`src/design/tlhs_pkg.sv`:
```
`timescale 1ns / 1ps

package tlhs_pkg;

    // Operation codes carried in the input tuser field.
    typedef enum logic [1:0] {
        FUNC_RESET = 2'd0,
        FUNC_OFFER = 2'd1,
        FUNC_READ  = 2'd2,
        FUNC_NONE  = 2'd3
    } func_t;

    // Configuration register indexes.
    localparam logic CFG_STEP_INTERVAL = 1'b0;
    localparam logic CFG_TRACK_HEIGHT  = 1'b1;

    localparam int STEP_W   = 20;
    localparam int TRACK_W  = 10;
    localparam int LEVEL_W  = 7;
    localparam int FILLED_W = 6;
    localparam int CFG_W    = 20;

    localparam logic [STEP_W-1:0]  STEP_RESET  = 20'd1000;
    localparam logic [TRACK_W-1:0] TRACK_RESET = 10'd0;

    localparam logic [LEVEL_W-1:0] FULL_LEVEL = 7'd100;

    // Rounding offset and reciprocal of the divisor 100 (ceil(2^24 / 100)).
    localparam int               PROD_W       = TRACK_W + LEVEL_W;
    localparam logic [PROD_W:0]  HALF_DIVISOR = 18'd50;
    localparam int               RECIP_SHIFT  = 24;
    localparam logic [17:0]      RECIP_100    = 18'd167773;

    typedef enum logic [2:0] {
        S_IDLE,
        S_EXEC,
        S_ADV,
        S_RD,
        S_MUL,
        S_DIVQ,
        S_DONE
    } state_t;

endpackage

```
`src/design/tlhs_ram.sv`:
```
`timescale 1ns / 1ps

module tlhs_ram #(
    parameter int WIDTH = 8,
    parameter int DEPTH = 32
) (
    input  logic                     clk,
    input  logic                     we,
    input  logic [$clog2(DEPTH)-1:0] waddr,
    input  logic [WIDTH-1:0]         wdata,
    input  logic                     re,
    input  logic [$clog2(DEPTH)-1:0] raddr,
    output logic [WIDTH-1:0]         rdata
);

    logic [WIDTH-1:0] mem [DEPTH];

    always_ff @(posedge clk)
    begin
        if (we)
        begin
            mem[waddr] <= wdata;
        end
        if (re)
        begin
            rdata <= mem[raddr];
        end
    end

endmodule

```
`src/design/tlhs_scale.sv`:
```
`timescale 1ns / 1ps

module tlhs_scale
    import tlhs_pkg::*;
(
    input  logic               clk,
    input  logic [LEVEL_W-1:0] level,
    input  logic [TRACK_W-1:0] track,
    output logic [TRACK_W-1:0] pixels
);

    logic [PROD_W-1:0]   prod_reg;
    logic                zero_reg;
    logic                zero2_reg;
    logic [TRACK_W-1:0]  quot_reg;
    logic [PROD_W:0]     rounded;
    logic [PROD_W+18:0]  recip_prod;

    // Division by 100 as a multiply by the reciprocal; exact for all products in range.
    assign rounded    = {1'b0, prod_reg} + HALF_DIVISOR;
    assign recip_prod = rounded * RECIP_100;

    always_ff @(posedge clk)
    begin
        prod_reg  <= track * level;
        zero_reg  <= (track == '0) || (level == '0);
        quot_reg  <= recip_prod[RECIP_SHIFT +: TRACK_W];
        zero2_reg <= zero_reg;
    end

    always_comb
    begin
        if (zero2_reg)
        begin
            pixels = '0;
        end
        else if (quot_reg == '0)
        begin
            pixels = TRACK_W'(1);
        end
        else
        begin
            pixels = quot_reg;
        end
    end

endmodule

```
`src/design/timed_level_history_strip_top.sv`:
```
`timescale 1ns / 1ps

// Channel   Direction  Handshake                     Payload
// s_axis    in         s_axis_tvalid / s_axis_tready tdata: now_time, level, column; tuser: func
// m_axis    out        m_axis_tvalid / m_axis_tready tdata: bar_level, bar_pixels, filled; tuser: ok
// cfg       in         cfg_we (no back-pressure)     cfg_index, cfg_wdata
//
// Each item is handled alone. Its result is loaded into the result register in S_DONE,
// reached from S_EXEC for a reset, a refused offer, an unused code or a read past the fill
// count, through S_ADV for a taken offer (the second deadline check runs on the advanced
// deadline), and through S_RD, S_MUL and S_DIVQ for a read, set by the registered read of the
// bar memory and the two registered stages of the pixel scaling multiply. S_DONE waits while
// the result side stalls; the next item is taken only back in S_IDLE, after that load.
// No clearing pass follows reset: the fill count alone marks which columns hold data.
// A stalled result register holds the finished item while the next one is accepted.

module timed_level_history_strip_top
    import tlhs_pkg::*;
#(
    parameter int BARS = 32
) (
    input  logic               clk,
    input  logic               rst_n,
    input  logic               s_axis_tvalid,
    output logic               s_axis_tready,
    // [31:0] now_time, [39:32] level, [44:40] column, [47:45] zero
    input  logic [47:0]        s_axis_tdata,
    // [1:0] func
    input  logic [1:0]         s_axis_tuser,
    output logic               m_axis_tvalid,
    input  logic               m_axis_tready,
    // [6:0] bar_level, [16:7] bar_pixels, [22:17] filled, [23] zero
    output logic [23:0]        m_axis_tdata,
    // [0] ok
    output logic               m_axis_tuser,
    input  logic               cfg_we,
    input  logic               cfg_index,
    input  logic [CFG_W-1:0]   cfg_wdata
);

    localparam int AW = $clog2(BARS);
    localparam int FW = $clog2(BARS + 1);
    // Common width for column arithmetic against the ring pointer and fill count.
    localparam int XW = ((AW > 5) ? AW : 5) + 1;
    localparam logic [XW-1:0] BARS_X = XW'(BARS);
    localparam logic [AW-1:0] LAST_ADDR = AW'(BARS - 1);
    localparam logic [FW-1:0] FULL_FILL = FW'(BARS);

    state_t state_reg, state_next;

    logic [STEP_W-1:0]  step_reg;
    logic [TRACK_W-1:0] track_reg;

    logic [1:0]   func_reg;
    logic [31:0]  now_reg;
    logic [7:0]   level_in_reg;
    logic [4:0]   col_reg;

    logic [AW-1:0] head_reg, head_next;
    logic [FW-1:0] fill_reg, fill_next;
    logic [31:0]   deadline_reg, deadline_next;

    logic               res_ok_reg, res_ok_next;
    logic [LEVEL_W-1:0] res_level_reg, res_level_next;
    logic [TRACK_W-1:0] res_pix_reg, res_pix_next;

    logic               out_valid_reg, out_valid_next;
    logic               out_ok_reg;
    logic [LEVEL_W-1:0] out_level_reg;
    logic [TRACK_W-1:0] out_pix_reg;
    logic [FILLED_W-1:0] out_filled_reg;

    logic               ram_we, ram_re;
    logic [AW-1:0]      ram_waddr, ram_raddr;
    logic [LEVEL_W-1:0] ram_wdata, ram_rdata;
    logic [TRACK_W-1:0] scaled;

    logic               in_fire, out_free, load_out;
    logic [31:0]        step_ext;
    logic [31:0]        diff_now;
    logic               reached;
    logic [AW-1:0]      head_inc;
    logic [XW-1:0]      head_x, col_x, fill_x;
    logic [XW-1:0]      read_addr_x;
    logic               col_valid;
    logic [LEVEL_W-1:0] level_clamped;
    logic [FW+FILLED_W-1:0] fill_wide;

    assign in_fire  = s_axis_tvalid && s_axis_tready;
    assign out_free = !out_valid_reg || m_axis_tready;
    assign load_out = (state_reg == S_DONE) && out_free;

    assign s_axis_tready = (state_reg == S_IDLE);

    assign step_ext = {{(32 - STEP_W){1'b0}}, step_reg};
    // Wrap-safe check that now has reached the stored deadline.
    assign diff_now = now_reg - deadline_reg;
    assign reached  = !diff_now[31];

    assign head_inc = (head_reg == LAST_ADDR) ? '0 : head_reg + AW'(1);

    assign head_x = {{(XW - AW){1'b0}}, head_reg};
    assign col_x  = {{(XW - 5){1'b0}}, col_reg};
    assign fill_x = {{(XW - FW){1'b0}}, fill_reg};
    assign col_valid = col_x < fill_x;
    // Column 0 is the newest bar, stored at the ring head; older bars sit behind it.
    assign read_addr_x = (head_x >= col_x) ? head_x - col_x : head_x + BARS_X - col_x;

    assign level_clamped = (level_in_reg > {1'b0, FULL_LEVEL}) ? FULL_LEVEL
                                                               : level_in_reg[LEVEL_W-1:0];

    assign fill_wide = {{FILLED_W{1'b0}}, fill_reg};

    tlhs_ram #(
        .WIDTH (LEVEL_W),
        .DEPTH (BARS)
    ) u_bar_ram (
        .clk   (clk),
        .we    (ram_we),
        .waddr (ram_waddr),
        .wdata (ram_wdata),
        .re    (ram_re),
        .raddr (ram_raddr),
        .rdata (ram_rdata)
    );

    tlhs_scale u_scale (
        .clk    (clk),
        .level  (ram_rdata),
        .track  (track_reg),
        .pixels (scaled)
    );

    // Next-state logic.
    always_comb
    begin
        state_next = state_reg;
        unique case (state_reg)
            S_IDLE:
            begin
                if (in_fire)
                begin
                    state_next = S_EXEC;
                end
            end
            S_EXEC:
            begin
                unique case (func_t'(func_reg))
                    FUNC_OFFER: state_next = reached ? S_ADV : S_DONE;
                    FUNC_READ:  state_next = col_valid ? S_RD : S_DONE;
                    default:    state_next = S_DONE;
                endcase
            end
            S_ADV:  state_next = S_DONE;
            S_RD:   state_next = S_MUL;
            S_MUL:  state_next = S_DIVQ;
            S_DIVQ: state_next = S_DONE;
            S_DONE:
            begin
                if (out_free)
                begin
                    state_next = S_IDLE;
                end
            end
            default: state_next = S_IDLE;
        endcase
    end

    // Datapath and memory control for each state.
    always_comb
    begin
        head_next      = head_reg;
        fill_next      = fill_reg;
        deadline_next  = deadline_reg;
        res_ok_next    = res_ok_reg;
        res_level_next = res_level_reg;
        res_pix_next   = res_pix_reg;
        ram_we         = 1'b0;
        ram_waddr      = head_inc;
        ram_wdata      = level_clamped;
        ram_re         = 1'b0;
        ram_raddr      = read_addr_x[AW-1:0];
        out_valid_next = out_valid_reg;

        if (m_axis_tready)
        begin
            out_valid_next = 1'b0;
        end
        if (load_out)
        begin
            out_valid_next = 1'b1;
        end

        unique case (state_reg)
            S_EXEC:
            begin
                res_ok_next    = 1'b0;
                res_level_next = '0;
                res_pix_next   = '0;
                unique case (func_t'(func_reg))
                    FUNC_RESET:
                    begin
                        fill_next     = '0;
                        deadline_next = now_reg + step_ext;
                        res_ok_next   = 1'b1;
                    end
                    FUNC_OFFER:
                    begin
                        if (reached)
                        begin
                            ram_we        = 1'b1;
                            head_next     = head_inc;
                            if (fill_reg != FULL_FILL)
                            begin
                                fill_next = fill_reg + FW'(1);
                            end
                            deadline_next = deadline_reg + step_ext;
                            res_ok_next   = 1'b1;
                        end
                    end
                    FUNC_READ:
                    begin
                        ram_re = col_valid;
                    end
                    default:
                    begin
                    end
                endcase
            end
            S_ADV:
            begin
                // One or more whole steps were missed: restart from now.
                if (reached)
                begin
                    deadline_next = now_reg + step_ext;
                end
            end
            S_DIVQ:
            begin
                res_ok_next    = 1'b1;
                res_level_next = ram_rdata;
                res_pix_next   = scaled;
            end
            default:
            begin
            end
        endcase
    end

    always_ff @(posedge clk or negedge rst_n)
    begin
        if (!rst_n)
        begin
            state_reg     <= S_IDLE;
            step_reg      <= STEP_RESET;
            track_reg     <= TRACK_RESET;
            head_reg      <= '0;
            fill_reg      <= '0;
            deadline_reg  <= '0;
            out_valid_reg <= 1'b0;
        end
        else
        begin
            state_reg     <= state_next;
            head_reg      <= head_next;
            fill_reg      <= fill_next;
            deadline_reg  <= deadline_next;
            out_valid_reg <= out_valid_next;
            if (cfg_we)
            begin
                unique case (cfg_index)
                    CFG_STEP_INTERVAL: step_reg  <= cfg_wdata[STEP_W-1:0];
                    CFG_TRACK_HEIGHT:  track_reg <= cfg_wdata[TRACK_W-1:0];
                    default:
                    begin
                    end
                endcase
            end
        end
    end

    // Payload registers.
    always_ff @(posedge clk)
    begin
        res_ok_reg    <= res_ok_next;
        res_level_reg <= res_level_next;
        res_pix_reg   <= res_pix_next;
        if (in_fire)
        begin
            func_reg     <= s_axis_tuser;
            now_reg      <= s_axis_tdata[31:0];
            level_in_reg <= s_axis_tdata[39:32];
            col_reg      <= s_axis_tdata[44:40];
        end
        if (load_out)
        begin
            out_ok_reg     <= res_ok_reg;
            out_level_reg  <= res_level_reg;
            out_pix_reg    <= res_pix_reg;
            out_filled_reg <= fill_wide[FILLED_W-1:0];
        end
    end

    assign m_axis_tvalid = out_valid_reg;
    assign m_axis_tuser  = out_ok_reg;
    assign m_axis_tdata  = {1'b0, out_filled_reg, out_pix_reg, out_level_reg};

endmodule

```
`config.mk`:
```
export PLATFORM = sky130hd
export DESIGN_NAME = timed_level_history_strip_top
export DESIGN_NICKNAME = d
export VERILOG_FILES = /design/src/design/tlhs_pkg.sv /design/src/design/tlhs_ram.sv /design/src/design/tlhs_scale.sv /design/src/design/timed_level_history_strip_top.sv
export SDC_FILE = /design/constraint.sdc
export NUM_CORES = 1
export LEC_CHECK = 0
export ABC_CLOCK_PERIOD_IN_PS = 6300
export BUFFER_PORTS_ARGS = -buffer_cell sky130_fd_sc_hd__buf_2
export CAP_MARGIN = 25
export CORE_ASPECT_RATIO = 2
export CORE_MARGIN = 2
export CORE_UTILIZATION = 55
export DETAILED_ROUTE_END_ITERATION = 16
export PLACE_DENSITY_LB_ADDON = 0.05
export SETUP_SLACK_MARGIN = 0.15
export SYNTH_ARGS = -nofsm -noshare
export SYNTH_HDL_FRONTEND = slang
export SYNTH_SLANG_ARGS = --single-unit
export TNS_END_PERCENT = 1
```
`constraint.sdc`:
```
create_clock -name clk -period 6.3 [get_ports clk]
set_input_delay 0.63 -clock clk [delete_from_list [all_inputs] [get_ports clk]]
set_output_delay 0.63 -clock clk [all_outputs]
set_load 0.1 [all_outputs]
```
# Word-level counts from Yosys, hierarchy flattened
# Memory sizes are Yosys's and may differ from the RTL's. A register that Yosys moved wholly into a read port is not among the register bits.
# Cells that the tools add are included.
[word_totals]
ff_bits = 195
latchBits = 0
ram_bits = 224
rom_bits = 0
input_bits = 76
out_inout_bits = 27
n_memories = 1
[classes]
addsub = 9
mul = 2
div_mod_pow = 0
order_cmp = 3
eq_ne = 17
n_shift = 0
mux = 31
bitwise_logic = 2
n_reduce_logical = 21
[memory_table]
columns = ["name", "words", "word_bits", "read_ports", "rd_clocked_by_memory_dff", "write_ports", "line", "text"]
rows = [
  ["u_bar_ram.mem", 32, 7, 1, 1, 1, "tlhs_ram.sv:16", "logic [WIDTH-1:0] mem [DEPTH];"],
]
[ops]
columns = ["cell", "count"]
rows = [
  ["$pmux W32 S2", 2],
  ["$add A32 B20 Y32", 2],
  ["$mux W32", 2],
  ["$mul A18 B18 Y34 const B", 1],
  ["$sub A32 B32 Y32", 1],
  ["$logic_not A10 Y1", 2],
  ["$mux W10", 2],
  ["$pmux W10 S2", 1],
  ["$add A17 B6 Y18 const B", 1],
  ["$pmux W3 S6", 1],
  ["$mul A10 B7 Y17", 1],
  ["$pmux W7 S2", 1],
  ["$mux W3", 4],
  ["$mux W6", 2],
  ["$pmux W6 S2", 1],
  ["$add A5 B1 Y5 const B", 2],
  ["$mux W5", 2],
  ["$sub A5 B5 Y5", 2],
  ["$eq A3 B3 Y1 const B", 3],
  ["$mux W1", 9],
  ["$gt A8 B7 Y1 const B", 1],
  ["$ne A2 B2 Y1 const B", 4],
  ["$reduce_and A4 Y1", 2],
  ["$reduce_bool A2 Y1", 4],
  ["other kinds (25)", 32],
]

# Logic depth before layout (Yosys ltp)
# Gate-level depths: netlist of run 1.
[logic_depth]
ltp_word = 6
depth_mapped = 28
ltp_nobuf = 28

# By module
# A second synthesis of run 1 with hierarchy kept.
[hier_totals]
hier_cells = 2255
area_unflattened_um2 = 27705.3
[by_module_without_submodules]
columns = ["module", "n_inst", "cells_per_inst", "area_each_um2"]
rows = [
  ["timed_level_history_strip_top", 1, 934, 9863.2],
  ["tlhs_scale", 1, 951, 8938.6],
  ["tlhs_ram", 1, 370, 8903.5],
]

# Worst setup path after synthesis of run 1
# OpenSTA, ideal clock, no wires.
[synth_path]
path_kind = "register to register"
startpoint = "register u_scale.prod_reg[2]"
endpoint = "register u_scale.quot_reg[8]"
setup_time_ns = 0.118
arrival_ns = 6.492
required_time_ns = 6.182
slack_ns = -0.310
stages_incl_launch_ff = 27
path_buffers = 0
path_cell_list = "dfxtp_1 nand3_1 nor3b_2 and3b_1 xnor2_1 xor2_1 ha_1 or2_2 ha_1 inv_1 fa_1 inv_1 fa_1 fa_1 inv_1 fa_1 inv_1 ha_1 nand4_1 nor4_1 a41oi_1 or2_1 a31o_2 o21ai_1 o21a_1 nor2_1 xnor2_1"
[synth_between]
elab_chain_cells = 2
[synth_lines]
columns = ["item", "line", "text"]
rows = [
  ["start: declaration", "tlhs_scale.sv:12", "logic [PROD_W-1:0] prod_reg;"],
  ["start signal: assignment", "tlhs_scale.sv:25", "prod_reg <= track * level;"],
  ["$add A17 B6 Y18", "tlhs_scale.sv:20", "assign rounded = {1'b0, prod_reg} + HALF_DIVISOR;"],
  ["$mul A18 B18 Y34", "tlhs_scale.sv:21", "assign recip_prod = rounded * RECIP_100;"],
  ["net u_scale.recip_prod[32]", "tlhs_scale.sv:17", "logic [PROD_W+18:0] recip_prod;"],
  ["end signal: assignment", "tlhs_scale.sv:27", "quot_reg <= recip_prod[RECIP_SHIFT +: TRACK_W];"],
  ["end: declaration", "tlhs_scale.sv:15", "logic [TRACK_W-1:0] quot_reg;"],
]
# The timed path passes the listed nets, and every way through them passes these cells.
# A chain may end at the register's enable or synchronous reset.

# Worst setup path after layout of run 1
[layout_path]
startpoint = "register u_scale.prod_reg[1]"
endpoint = "register u_scale.quot_reg[0]"
# Same word-level chain as after synthesis.

==> impl_results.md, run 1 <==
- Die H: 321 um
- FP Rows: 116
- Number of flip-flops in the largest register: 224
- WP data required: 6.82 ns
- DP HPWL: 52,500 um
- Largest net degree at the start of global routing: 61
- Critical path's slowest cell: fa_2
- #FFs+latches synth: approximately 430
- Failing checks: negative setup slack
- CTS buffer count: 40
- Synth Area per Inst: 12.2 um2
- Critical Path Sink: u_scale.quot_reg[0]$_DFF_P_
- Post-route ant nets: 0
- Synth area leader: edfxtp_1
- CTS tree: yes
- Top cells by area, synth: edfxtp_1, ha_1, fa_1, dfrtp_1, mux4_2
- Drt via density: 5.71
- Slowest stage delay, CP: between 0.5 and 0.6 ns
- Vias in the first global route: 19,500
- Complex-gate fraction of the synthesized area: between 7 and 8%
- DR WL/cell: between 20 and 25 um
- Initial Util: 55.5%
- CTS sink cnt: 426
- Clock buffer depth: 3
- CP most frequent cell: buf_6
- Die area: approximately 52,000 um2
- Relative slew slack: approximately 28%
- Synth Area in Simple Gates: a little under a tenth
- Mux contribution to synthesized area: 7.63%
- Critical path peak fanout: 4
- Post-Synthesis Cells: roughly 2,300
- Final min period: between 6 and 7 ns
- Critical path class: register to register
- Cells on worst reg2reg path: 30
- Synth warn: 0
- RSZ-0062 raised after global routing: true
- XOR/XNOR Fraction of Synth Area: approximately 3.1%
- Setup violators final: 5
- GPL Wtd Cong: about 0.90
- Area share of fa/ha/maj cells after synthesis: a little under a quarter
- Run status: finished with violations
- Synth Net Count: 2,757
- Layout Area Growth over Synthesis: 15.1%
- Post-synth top area share: 34.8%
- Max-Cap Viols: 0
- Arr. time, crit path: 6.97 ns
- Die width: 163 um
- Peak Freq: 155 MHz
- Final nets: 2,990
- DRT iter0 DRCs: 1,110
- Htree depth: 2
- N_diodes: 0
- Worst R2R Setup Slack: -0.15 ns
- FF-to-FF End: u_scale.quot_reg[0]$_DFF_P_
- Port bufs: 98
- Dpl cells: 3,084
- Final Worst Setup Slack: -0.148 ns
- Final Max Tran Viols: 0
- Clk slew on worst S/H paths: 0.07 ns
- Setup TNS: -0.542 ns
- Post-synthesis async set-or-reset flop share: 18.1%
- DRC viols: 0
- Yosys cell types: 88
- Via count: 18,200
- Worst setup startpoint: u_scale.prod_reg[1]$_DFF_P_
- Global-route wire length before repair: between 100,000 and 150,000 um
- Initial antenna violation count: 0
- DRT Wirelength: 68,100 um
- Nature of the critical path endpoint: register
- CORE AREA: 49,800 um2
- Post-synth EDFFs: 320
- Slew @ Worst Pin: 1.07 ns
- Remaining Overflow, GRT: 0
- Combinational family with the most area after synthesis: adder cells
- Ys flop type: edfxtp_1
- Iteration count of the initial detailed-routing pass: 5
- Worst-Skew Late Latency: 0.59 ns
- Final Hold Viols: 0
- Total I/O pin count: 103
- Share of cells above drive strength 1: between 20% and 30%
- Hold WC Path Type: primary input to register
- Layout Cells excl Fill: 3,178
- Seq/Total Area, Yosys: a little over two fifths
- Skew final: around 0.033 ns
- GRT Total Usage: 27.0%
- Worst R2R Start: u_scale.prod_reg[1]$_DFF_P_
- Final period util: 102%
- Mapped cell area: about 28,000 um2
- Root Driver: clkbuf_16
- Setup Slack @ Placement: -0.377 ns
- CP Launch Type: register
## synthesized netlist by cell type, types with 10 or more instances
library cell,number
o21a_1,12
a21o_1,25
clkbuf_1,38
buf_2,14
fa_1,160
nor3_1,32
and3_1,28
xor2_1,32
nor2_1,113
dfxtp_1,29
nand4_1,14
mux2_2,41
inv_1,330
and2_1,53
dfrtp_1,71
a21oi_1,92
o21ai_0,50
nor2b_1,14
or2_2,12
xnor2_1,67
nor4_1,12
ha_1,257
a31oi_1,11
nand3_1,39
o21ai_1,10
nand2b_1,15
edfxtp_1,320
mux4_2,70
o211ai_1,14
a211oi_1,24
nand2_1,126
## metal layers
| metal | vias up | track usage (%) | wire, um | share of wire [%] |
|---|---|---|---|---|
| met2 | 436 | 51.9 | 38200 | 56 |
| li1 | 8458 | - | - | - |
| met1 | 9091 | 29.0 | 23600 | 35 |
| met5 | - | 0 | 0 | 0 |
| met3 | 173 | 2.39 | 2110 | 3.1 |
| met4 | 0 | 13.8 | 4100 | 6.0 |
## worst min-delay path by stage
stage	cells past startpoint	slack, ns	startpoint	to
4_1_cts	1	0.19	s_axis_tdata[39]	level_in_reg[7]$_DFFE_PP_
5_1_grt	1	0.20	s_axis_tdata[33]	level_in_reg[1]$_DFFE_PP_
6_report	1	0.22	s_axis_tdata[33]	level_in_reg[1]$_DFFE_PP_
2_1_floorplan	0	0.31	u_scale.zero_reg$_DFF_P_	u_scale.zero2_reg$_DFF_P_
3_5_place_dp	0	0.32	u_scale.zero_reg$_DFF_P_	u_scale.zero2_reg$_DFF_P_
3_3_place_gp	0	0.32	u_scale.zero_reg$_DFF_P_	u_scale.zero2_reg$_DFF_P_
## worst max-delay path: cells and delay by family (launching register included)
family                   cells  cell delay (ns)
adder cells (fa/ha/maj)      8             3.27
AND/OR/NAND/NOR              6             0.92
buffers and inverters       11             1.02
XOR/XNOR                     2             0.37
AO/OA/AOI/OAI                3             0.39
flip-flops                   1             0.36
## final cells by class
cell class                 count  area [um2]
tap                          649         812
sequential                   426       12100
clock inverter                29         410
multi-input combinational   1453       14500
clock buffer                  45        1020
timing repair buffer         246        1650
inverter                     330        1240
fill                        3888       18000
## cells by family (layout without fill, tap and decap cells)
family	after synthesis	after routing
multiplexers	118	118
AO/OA/AOI/OAI	319	319
AND/OR/NAND/NOR	499	499
other	1	1
adder cells (fa/ha/maj)	417	417
XOR/XNOR	99	99
buffers and inverters	385	650
flip-flops	426	426
## repair_timing
item / in CTS / in global routing
endpoints found under the setup margin: 9 / 10
resized for setup: 28 / 15
setup buffers: 14 / 4
endpoints found under the hold margin: 15 / 0
hold buffers: 1 / 0
pin swaps: 26 / 17
## cells in the final DEF, fill, tap and decap left out, drive strengths merged, types with 70 or more instances in the layout
| master | count |
|---|---|
| inv | 335 |
| ha | 257 |
| edfxtp | 320 |
| a21oi | 93 |
| buf | 245 |
| fa | 160 |
| mux4 | 70 |
| dfrtp | 71 |
| nor2 | 121 |
| nand2 | 126 |
## stage by stage
stage	util (%)	instance area [um2]	hold WS, ns
after CTS	63.6	31700	0.192
after detailed placement	60.2	30000	0.320
final	63.9	31800	0.217
after global placement	60.2	29900	0.318
after floorplan	-	27900	0.310
after global routing	63.9	31800	0.200
Power of run 1 is left out: the tool's default activity adds up to more than one toggle a clock period on the data nets, which glitch-free logic cannot reach.
==> run 2: changes to the inputs <==
--- a/config.mk
+++ b/config.mk
@@ -5,7 +5,7 @@
 export SDC_FILE = /design/constraint.sdc
 export NUM_CORES = 1
 export LEC_CHECK = 0
-export ABC_CLOCK_PERIOD_IN_PS = 6300
+export ABC_CLOCK_PERIOD_IN_PS = 8090
 export BUFFER_PORTS_ARGS = -buffer_cell sky130_fd_sc_hd__buf_2
 export CAP_MARGIN = 25
 export CORE_ASPECT_RATIO = 2
==> constraint.sdc (replaced) <==
create_clock -name clk -period 8.09 [get_ports clk]
set_input_delay 0.809 -clock clk [delete_from_list [all_inputs] [get_ports clk]]
set_output_delay 0.809 -clock clk [all_outputs]
set_load 0.1 [all_outputs]
==> impl_results.md, run 2 (synthesis results as in run 1) <==
- Die width: 163 um (unchanged)
- DR WL/cell: 21.7 um (was 21.4 um)
- Relative slew slack: 27.9% (was 28.0%)
- CP Launch Type: register (unchanged)
- Hold WC Path Type: primary input to asynchronous set/reset pin (was primary input to register)
- DRC viols: 0 (unchanged)
- RSZ-0062 raised after global routing: false (was true)
- Leading cell types in the layout, fill and taps excluded: inv_1, edfxtp_1, ha_1 (unchanged)
- Htree depth: 2 (unchanged)
- Final nets: 2,880 (was 2,990)
- Port bufs: 98 (unchanged)
- Slowest stage delay, CP: 0.55 ns (was 0.58 ns)
- Via count: 17,700 (was 18,200)
- Die H: 321 um (unchanged)
- Worst-Skew Late Latency: 0.58 ns (was 0.59 ns)
- Clock buffer depth: 3 (unchanged)
- Post-route ant nets: 0 (unchanged)
- Max-Cap Viols: 0 (unchanged)
- Vias in the first global route: 19,000 (was 19,500)
- Met2 Use GR: 50.1% (was 51.9%)
- Nature of the critical path endpoint: register (unchanged)
- Final Max Tran Viols: 0 (unchanged)
- Global-route wire length before repair: 103,000 um (was 107,000 um)
- Drt via density: 5.78 (was 5.71)
- Root Driver: clkbuf_16 (unchanged)
- Iteration count of the initial detailed-routing pass: 7 (was 5)
- Global route hottest layer: met2 (unchanged)
- Dpl cells: 2,992 (was 3,084)
- Run status: finished, final reports clean (was finished with violations)
- Peak Freq: 135 MHz (was 155 MHz)
- Final min period: 7.39 ns (was 6.45 ns)
- Layout Cells excl Fill: 3,069 (was 3,178)
- Setup Buffers After CTS: 0 (was 14)
- Number of flip-flops in the largest register: 224 (unchanged)
- Initial Util: 55.5% (unchanged)
- Grt met1 use: 28.2% (was 29.0%)
- Setup TNS: 0 ns (was -0.542 ns)
- CTS buffer count: 41 (was 40)
- Critical path class: register to register (unchanged)
- DRT Wirelength: 66,600 um (was 68,100 um)
- Share of cells above drive strength 1: 15.2% (was 21.6%)
- Hold-fix buffers, CTS: 0 (was 1)
- Critical path peak fanout: 6 (was 4)
- Final Hold Slack: 0.177 ns (was 0.217 ns)
- Leading cell type in the layout, fill and taps excluded: inv_1 (unchanged)
- M3 GR Usage: 2.70% (was 2.39%)
- Arr. time, crit path: 7.84 ns (was 6.97 ns)
- FP Rows: 116 (unchanged)
- Skew final: 0.0214 ns (was 0.0329 ns)
- Worst R2R Setup Slack: 0.70 ns (was -0.15 ns)
- DRT iter0 DRCs: 951 (was 1,110)
- Layout Area Growth over Synthesis: 9.96% (was 15.1%)
- Die area: 52,200 um2 (unchanged)
- CTS sink cnt: 426 (unchanged)
- Slew @ Worst Pin: 1.08 ns (was 1.07 ns)
- Initial antenna violation count: 0 (unchanged)
- GRT Total Usage: 26.4% (was 27.0%)
- Post-CTS resize count: 0 (was 28)
- Clk slew on worst S/H paths: 0.07 ns (about the same)
- Final Hold Viols: 0 (unchanged)
- Remaining Overflow, GRT: 0 (unchanged)
- WP data required: 8.54 ns (was 6.82 ns)
- CORE AREA: 49,800 um2 (unchanged)
- Final period util: 91.4% (was 102%)
- Largest net degree at the start of global routing: 57 (was 61)
- N_diodes: 0 (unchanged)
- Setup violators final: 0 (was 5)
- Utilization of the core after routing: 61.0% (was 63.9%)
- GPL Wtd Cong: 0.904 (was 0.895)
- CTS tree: yes (unchanged)
- Critical path's slowest cell: fa_1 (was fa_2)
- Total I/O pin count: 103 (unchanged)
- DP HPWL: 51,500 um (was 52,500 um)
[run 2: through the flow]
step                      setup WS, ns  instance area, um2
after floorplan                   1.48               27600
after global placement           0.832               29000
after detailed placement         0.700               29000
after CTS                        0.657               30400
after global routing             0.258               30400
final                            0.697               30400
[run 2: metal layers]
layer	vias up	share of wire, %	wire length (um)
met4	0	6.3	4170
met5	-	0	0
met3	178	3.2	2110
met2	443	56	37100
met1	8869	35	23300
li1	8243	-	-
[run 2: worst max-delay path: cells and delay by family (launching register included)]
| kind | cells | cell delay (ns) |
|---|---|---|
| flops | 1 | 0.37 |
| compound gates | 6 | 1.56 |
| simple gates | 5 | 0.96 |
| fa+ha+maj | 7 | 3.30 |
| buf+inv | 5 | 0.48 |
| xor+xnor | 2 | 0.60 |
[run 2: layout make-up]
| cell class | count | area (um2) |
|---|---|---|
| fillers | 3987 | 19400 |
| clock buffers | 49 | 1070 |
| repair buffers | 135 | 776 |
| multi-input cells | 1453 | 14100 |
| clock inverters | 27 | 293 |
| flip-flops and latches | 426 | 12100 |
| inverters | 330 | 1240 |
| well taps | 649 | 812 |
[run 2: worst paths after layout]
| kind | startpoint | end | cells after the start |
|---|---|---|---|
| setup / recovery | u_scale.prod_reg[2]$_DFF_P_ | u_scale.quot_reg[9]$_DFF_P_ | 25 |
| min in group clk | u_scale.zero_reg$_DFF_P_ | u_scale.zero2_reg$_DFF_P_ | 0 |
| hold reg to reg | u_scale.zero_reg$_DFF_P_ | u_scale.zero2_reg$_DFF_P_ | 0 |
| setup reg to reg | u_scale.prod_reg[2]$_DFF_P_ | u_scale.quot_reg[9]$_DFF_P_ | 25 |
| max in group asynchronous | rst_n | deadline_reg[26]$_DFFE_PN0P_ | 2 |
| hold / removal | rst_n | deadline_reg[12]$_DFFE_PN0P_ | 1 |
Power of run 2 is left out for the same reason.
==> run 3: changes to the inputs <==
--- a/config.mk
+++ b/config.mk
@@ -13,6 +13,7 @@
 export CORE_UTILIZATION = 55
 export DETAILED_ROUTE_END_ITERATION = 16
 export PLACE_DENSITY_LB_ADDON = 0.05
+export REMOVE_ABC_BUFFERS = 1
 export SETUP_SLACK_MARGIN = 0.15
 export SYNTH_ARGS = -nofsm -noshare
 export SYNTH_HDL_FRONTEND = slang
==> impl_results.md, run 3 (synthesis results as in run 1) <==
- Relative slew slack: 33.0% (was 27.9%)
- Htree depth: 2 (unchanged)
- DP Area: 29,000 um2 (unchanged)
- Setup TNS: 0 ns (unchanged)
- Final nets: 2,880 (unchanged)
- CTS buffer count: 39 (was 41)
- Cells on worst reg2reg path: 26 (was 25)
- Clock buffer depth: 3 (unchanged)
- Critical path's slowest cell: fa_1 (unchanged)
- Leading cell type in the layout, fill and taps excluded: inv_1 (unchanged)
- FP Rows: 116 (unchanged)
- Initial Util: 55.5% (unchanged)
- CP delay by family, top: adder cells (unchanged)
- CP Launch Type: register (unchanged)
- Max-Cap Viols: 0 (unchanged)
- CTS tree: yes (unchanged)
- GPL Wtd Cong: 0.872 (was 0.904)
- DP HPWL: 52,500 um (was 51,500 um)
- Post-CTS resize count: 0 (unchanged)
- Worst-Skew Late Latency: 0.57 ns (was 0.58 ns)
- WP depth: 26 (was 25)
- GRT Total Usage: 26.6% (was 26.4%)
- Critical path peak fanout: 6 (unchanged)
- Final Instance Area: 30,300 um2 (was 30,400 um2)
- Final min period: 7.43 ns (was 7.39 ns)
- Die area: 52,200 um2 (unchanged)
- Clk slew on worst S/H paths: 0.08 ns (was 0.07 ns)
- Final period util: 91.8% (was 91.4%)
- Hold WC Path Type: primary input to asynchronous set/reset pin (unchanged)
- Setup Buffers After CTS: 0 (unchanged)
- Number of flip-flops in the largest register: 224 (unchanged)
- Port bufs: 98 (unchanged)
- Arr. time, crit path: 7.87 ns (was 7.84 ns)
- RSZ-0062 raised after global routing: false (unchanged)
- Largest net degree at the start of global routing: 62 (was 57)
- Via count: 17,700 (about the same)
- Drt via density: 5.78 (about the same)
- Share of cells above drive strength 1: 15.0% (was 15.2%)
- CTS sink cnt: 426 (unchanged)
- Post-route ant nets: 0 (unchanged)
- Skew final: 0.0214 ns (about the same)
- Global-route wire length before repair: 105,000 um (was 103,000 um)
- CORE AREA: 49,800 um2 (unchanged)
- Critical path class: register to register (unchanged)
- CP most frequent cell: fa_1
- Slew @ Worst Pin: 0.998 ns (was 1.08 ns)
- Setup violators final: 0 (unchanged)
- Final Max Tran Viols: 0 (unchanged)
- Remaining Overflow, GRT: 0 (unchanged)
- DRC viols: 0 (unchanged)
- # fillers: 4,055 (was 3,987)
- Run status: finished, final reports clean (unchanged)
- Final Hold Slack: 0.128 ns (was 0.177 ns)
- Leading cell types in the layout, fill and taps excluded: inv_1, edfxtp_1, ha_1 (unchanged)
- Total I/O pin count: 103 (unchanged)
- Worst path bufs/invs: 4 (was 5)
- Layout Area Growth over Synthesis: 9.53% (was 9.96%)
- DR WL/cell: 21.8 um (was 21.7 um)
- Peak Freq: 135 MHz (about the same)
- Hold-fix buffers, CTS: 0 (unchanged)
- Iteration count of the initial detailed-routing pass: 5 (was 7)
- Final Hold Viols: 0 (unchanged)
- DRT Wirelength: 66,800 um (was 66,600 um)
- Vias in the first global route: 19,300 (was 19,000)
- Root Driver: clkbuf_16 (unchanged)
- WP data required: 8.53 ns (was 8.54 ns)
- Slowest stage delay, CP: 0.54 ns (was 0.55 ns)
- DRT iter0 DRCs: 1,110 (was 951)
- Initial antenna violation count: 2 (was 0)
- Die width: 163 um (unchanged)
- Nature of the critical path endpoint: register (unchanged)
- Die H: 321 um (unchanged)
run 3: cell types whose count changed in the layout (fill, tap and decap cells not counted), moves of 2 or more:
| cell | delta |
|---|---|
| buf_4 | +5 |
| bufinv_16 | -4 |
| buf_2 | -3 |
| clkinv_4 | -3 |
| inv_6 | -3 |
| clkbuf_1 | +2 |
run 3: layer usage:
layer | global-route usage [%] | up-vias | share of wire, % | routed length, um
met5 | 0 | - | 0.031 | 21
met3 | 2.42 | 166 | 2.9 | 1940
met1 | 27.4 | 8885 | 34 | 22700
li1 | - | 8232 | - | -
met2 | 51.9 | 448 | 57 | 38300
met4 | 14.2 | 4 | 5.8 | 3890
run 3: worst reg2reg max path: stages, from the launching register on:
cell and delay [ns]:
dfxtp_1 0.43, ha_1 0.23, a21oi_1 0.11, nand2b_1 0.17
nand2b_1 0.13, nor2_1 0.28, and3_1 0.22, xor2_1 0.48
ha_1 0.38, inv_1 0.09, fa_1 0.41, inv_1 0.10
fa_1 0.44, fa_1 0.49, fa_1 0.54, inv_1 0.05
fa_1 0.53, inv_1 0.04, ha_1 0.33, nand4_1 0.17
o21ai_0 0.12, a221oi_1 0.43, a2bb2oi_1 0.27, a31o_2 0.26
o21ai_1 0.14, o41a_1 0.34, xnor2_1 0.13
run 3: area by class of cell:
| cell class | instances | area [um2] | area share, % |
|---|---|---|---|
| Multi-Input combinational cell | 1453 | 14100 | 46.5 |
| Sequential cell | 426 | 12100 | 40.1 |
| Inverter | 330 | 1240 | 4.09 |
| Clock buffer | 52 | 1090 | 3.59 |
| Tap cell | 649 | 812 | 2.68 |
| Timing Repair Buffer | 137 | 798 | 2.64 |
| Clock inverter | 19 | 128 | 0.422 |
| Antenna cell | 1 | 2.50 | 0.00827 |
run 3: stage by stage:
step           worst slack (ns)  utilization [%]  cells
6_report                  0.661             60.8   3067
3_3_place_gp              0.779             58.2   2988
3_5_place_dp              0.669             58.3   2994
2_1_floorplan              1.48                -   2209
4_1_cts                   0.641             60.7   3065
5_1_grt                   0.159             60.8   3066
run 3: worst paths after layout:
check | startpoint | end | slack, ns
max | u_scale.prod_reg[2]$_DFF_P_ | u_scale.quot_reg[9]$_DFF_P_ | 0.66
min | rst_n | track_reg[0]$_DFFE_PN0P_ | 0.13
max reg2reg | u_scale.prod_reg[2]$_DFF_P_ | u_scale.quot_reg[9]$_DFF_P_ | 0.66
min reg2reg | u_scale.zero_reg$_DFF_P_ | u_scale.zero2_reg$_DFF_P_ | 0.33
max in group asynchronous | rst_n | deadline_reg[20]$_DFFE_PN0P_ | 6.80
min in group clk | u_scale.zero_reg$_DFF_P_ | u_scale.zero2_reg$_DFF_P_ | 0.33
Power of run 3 is left out for the same reason.
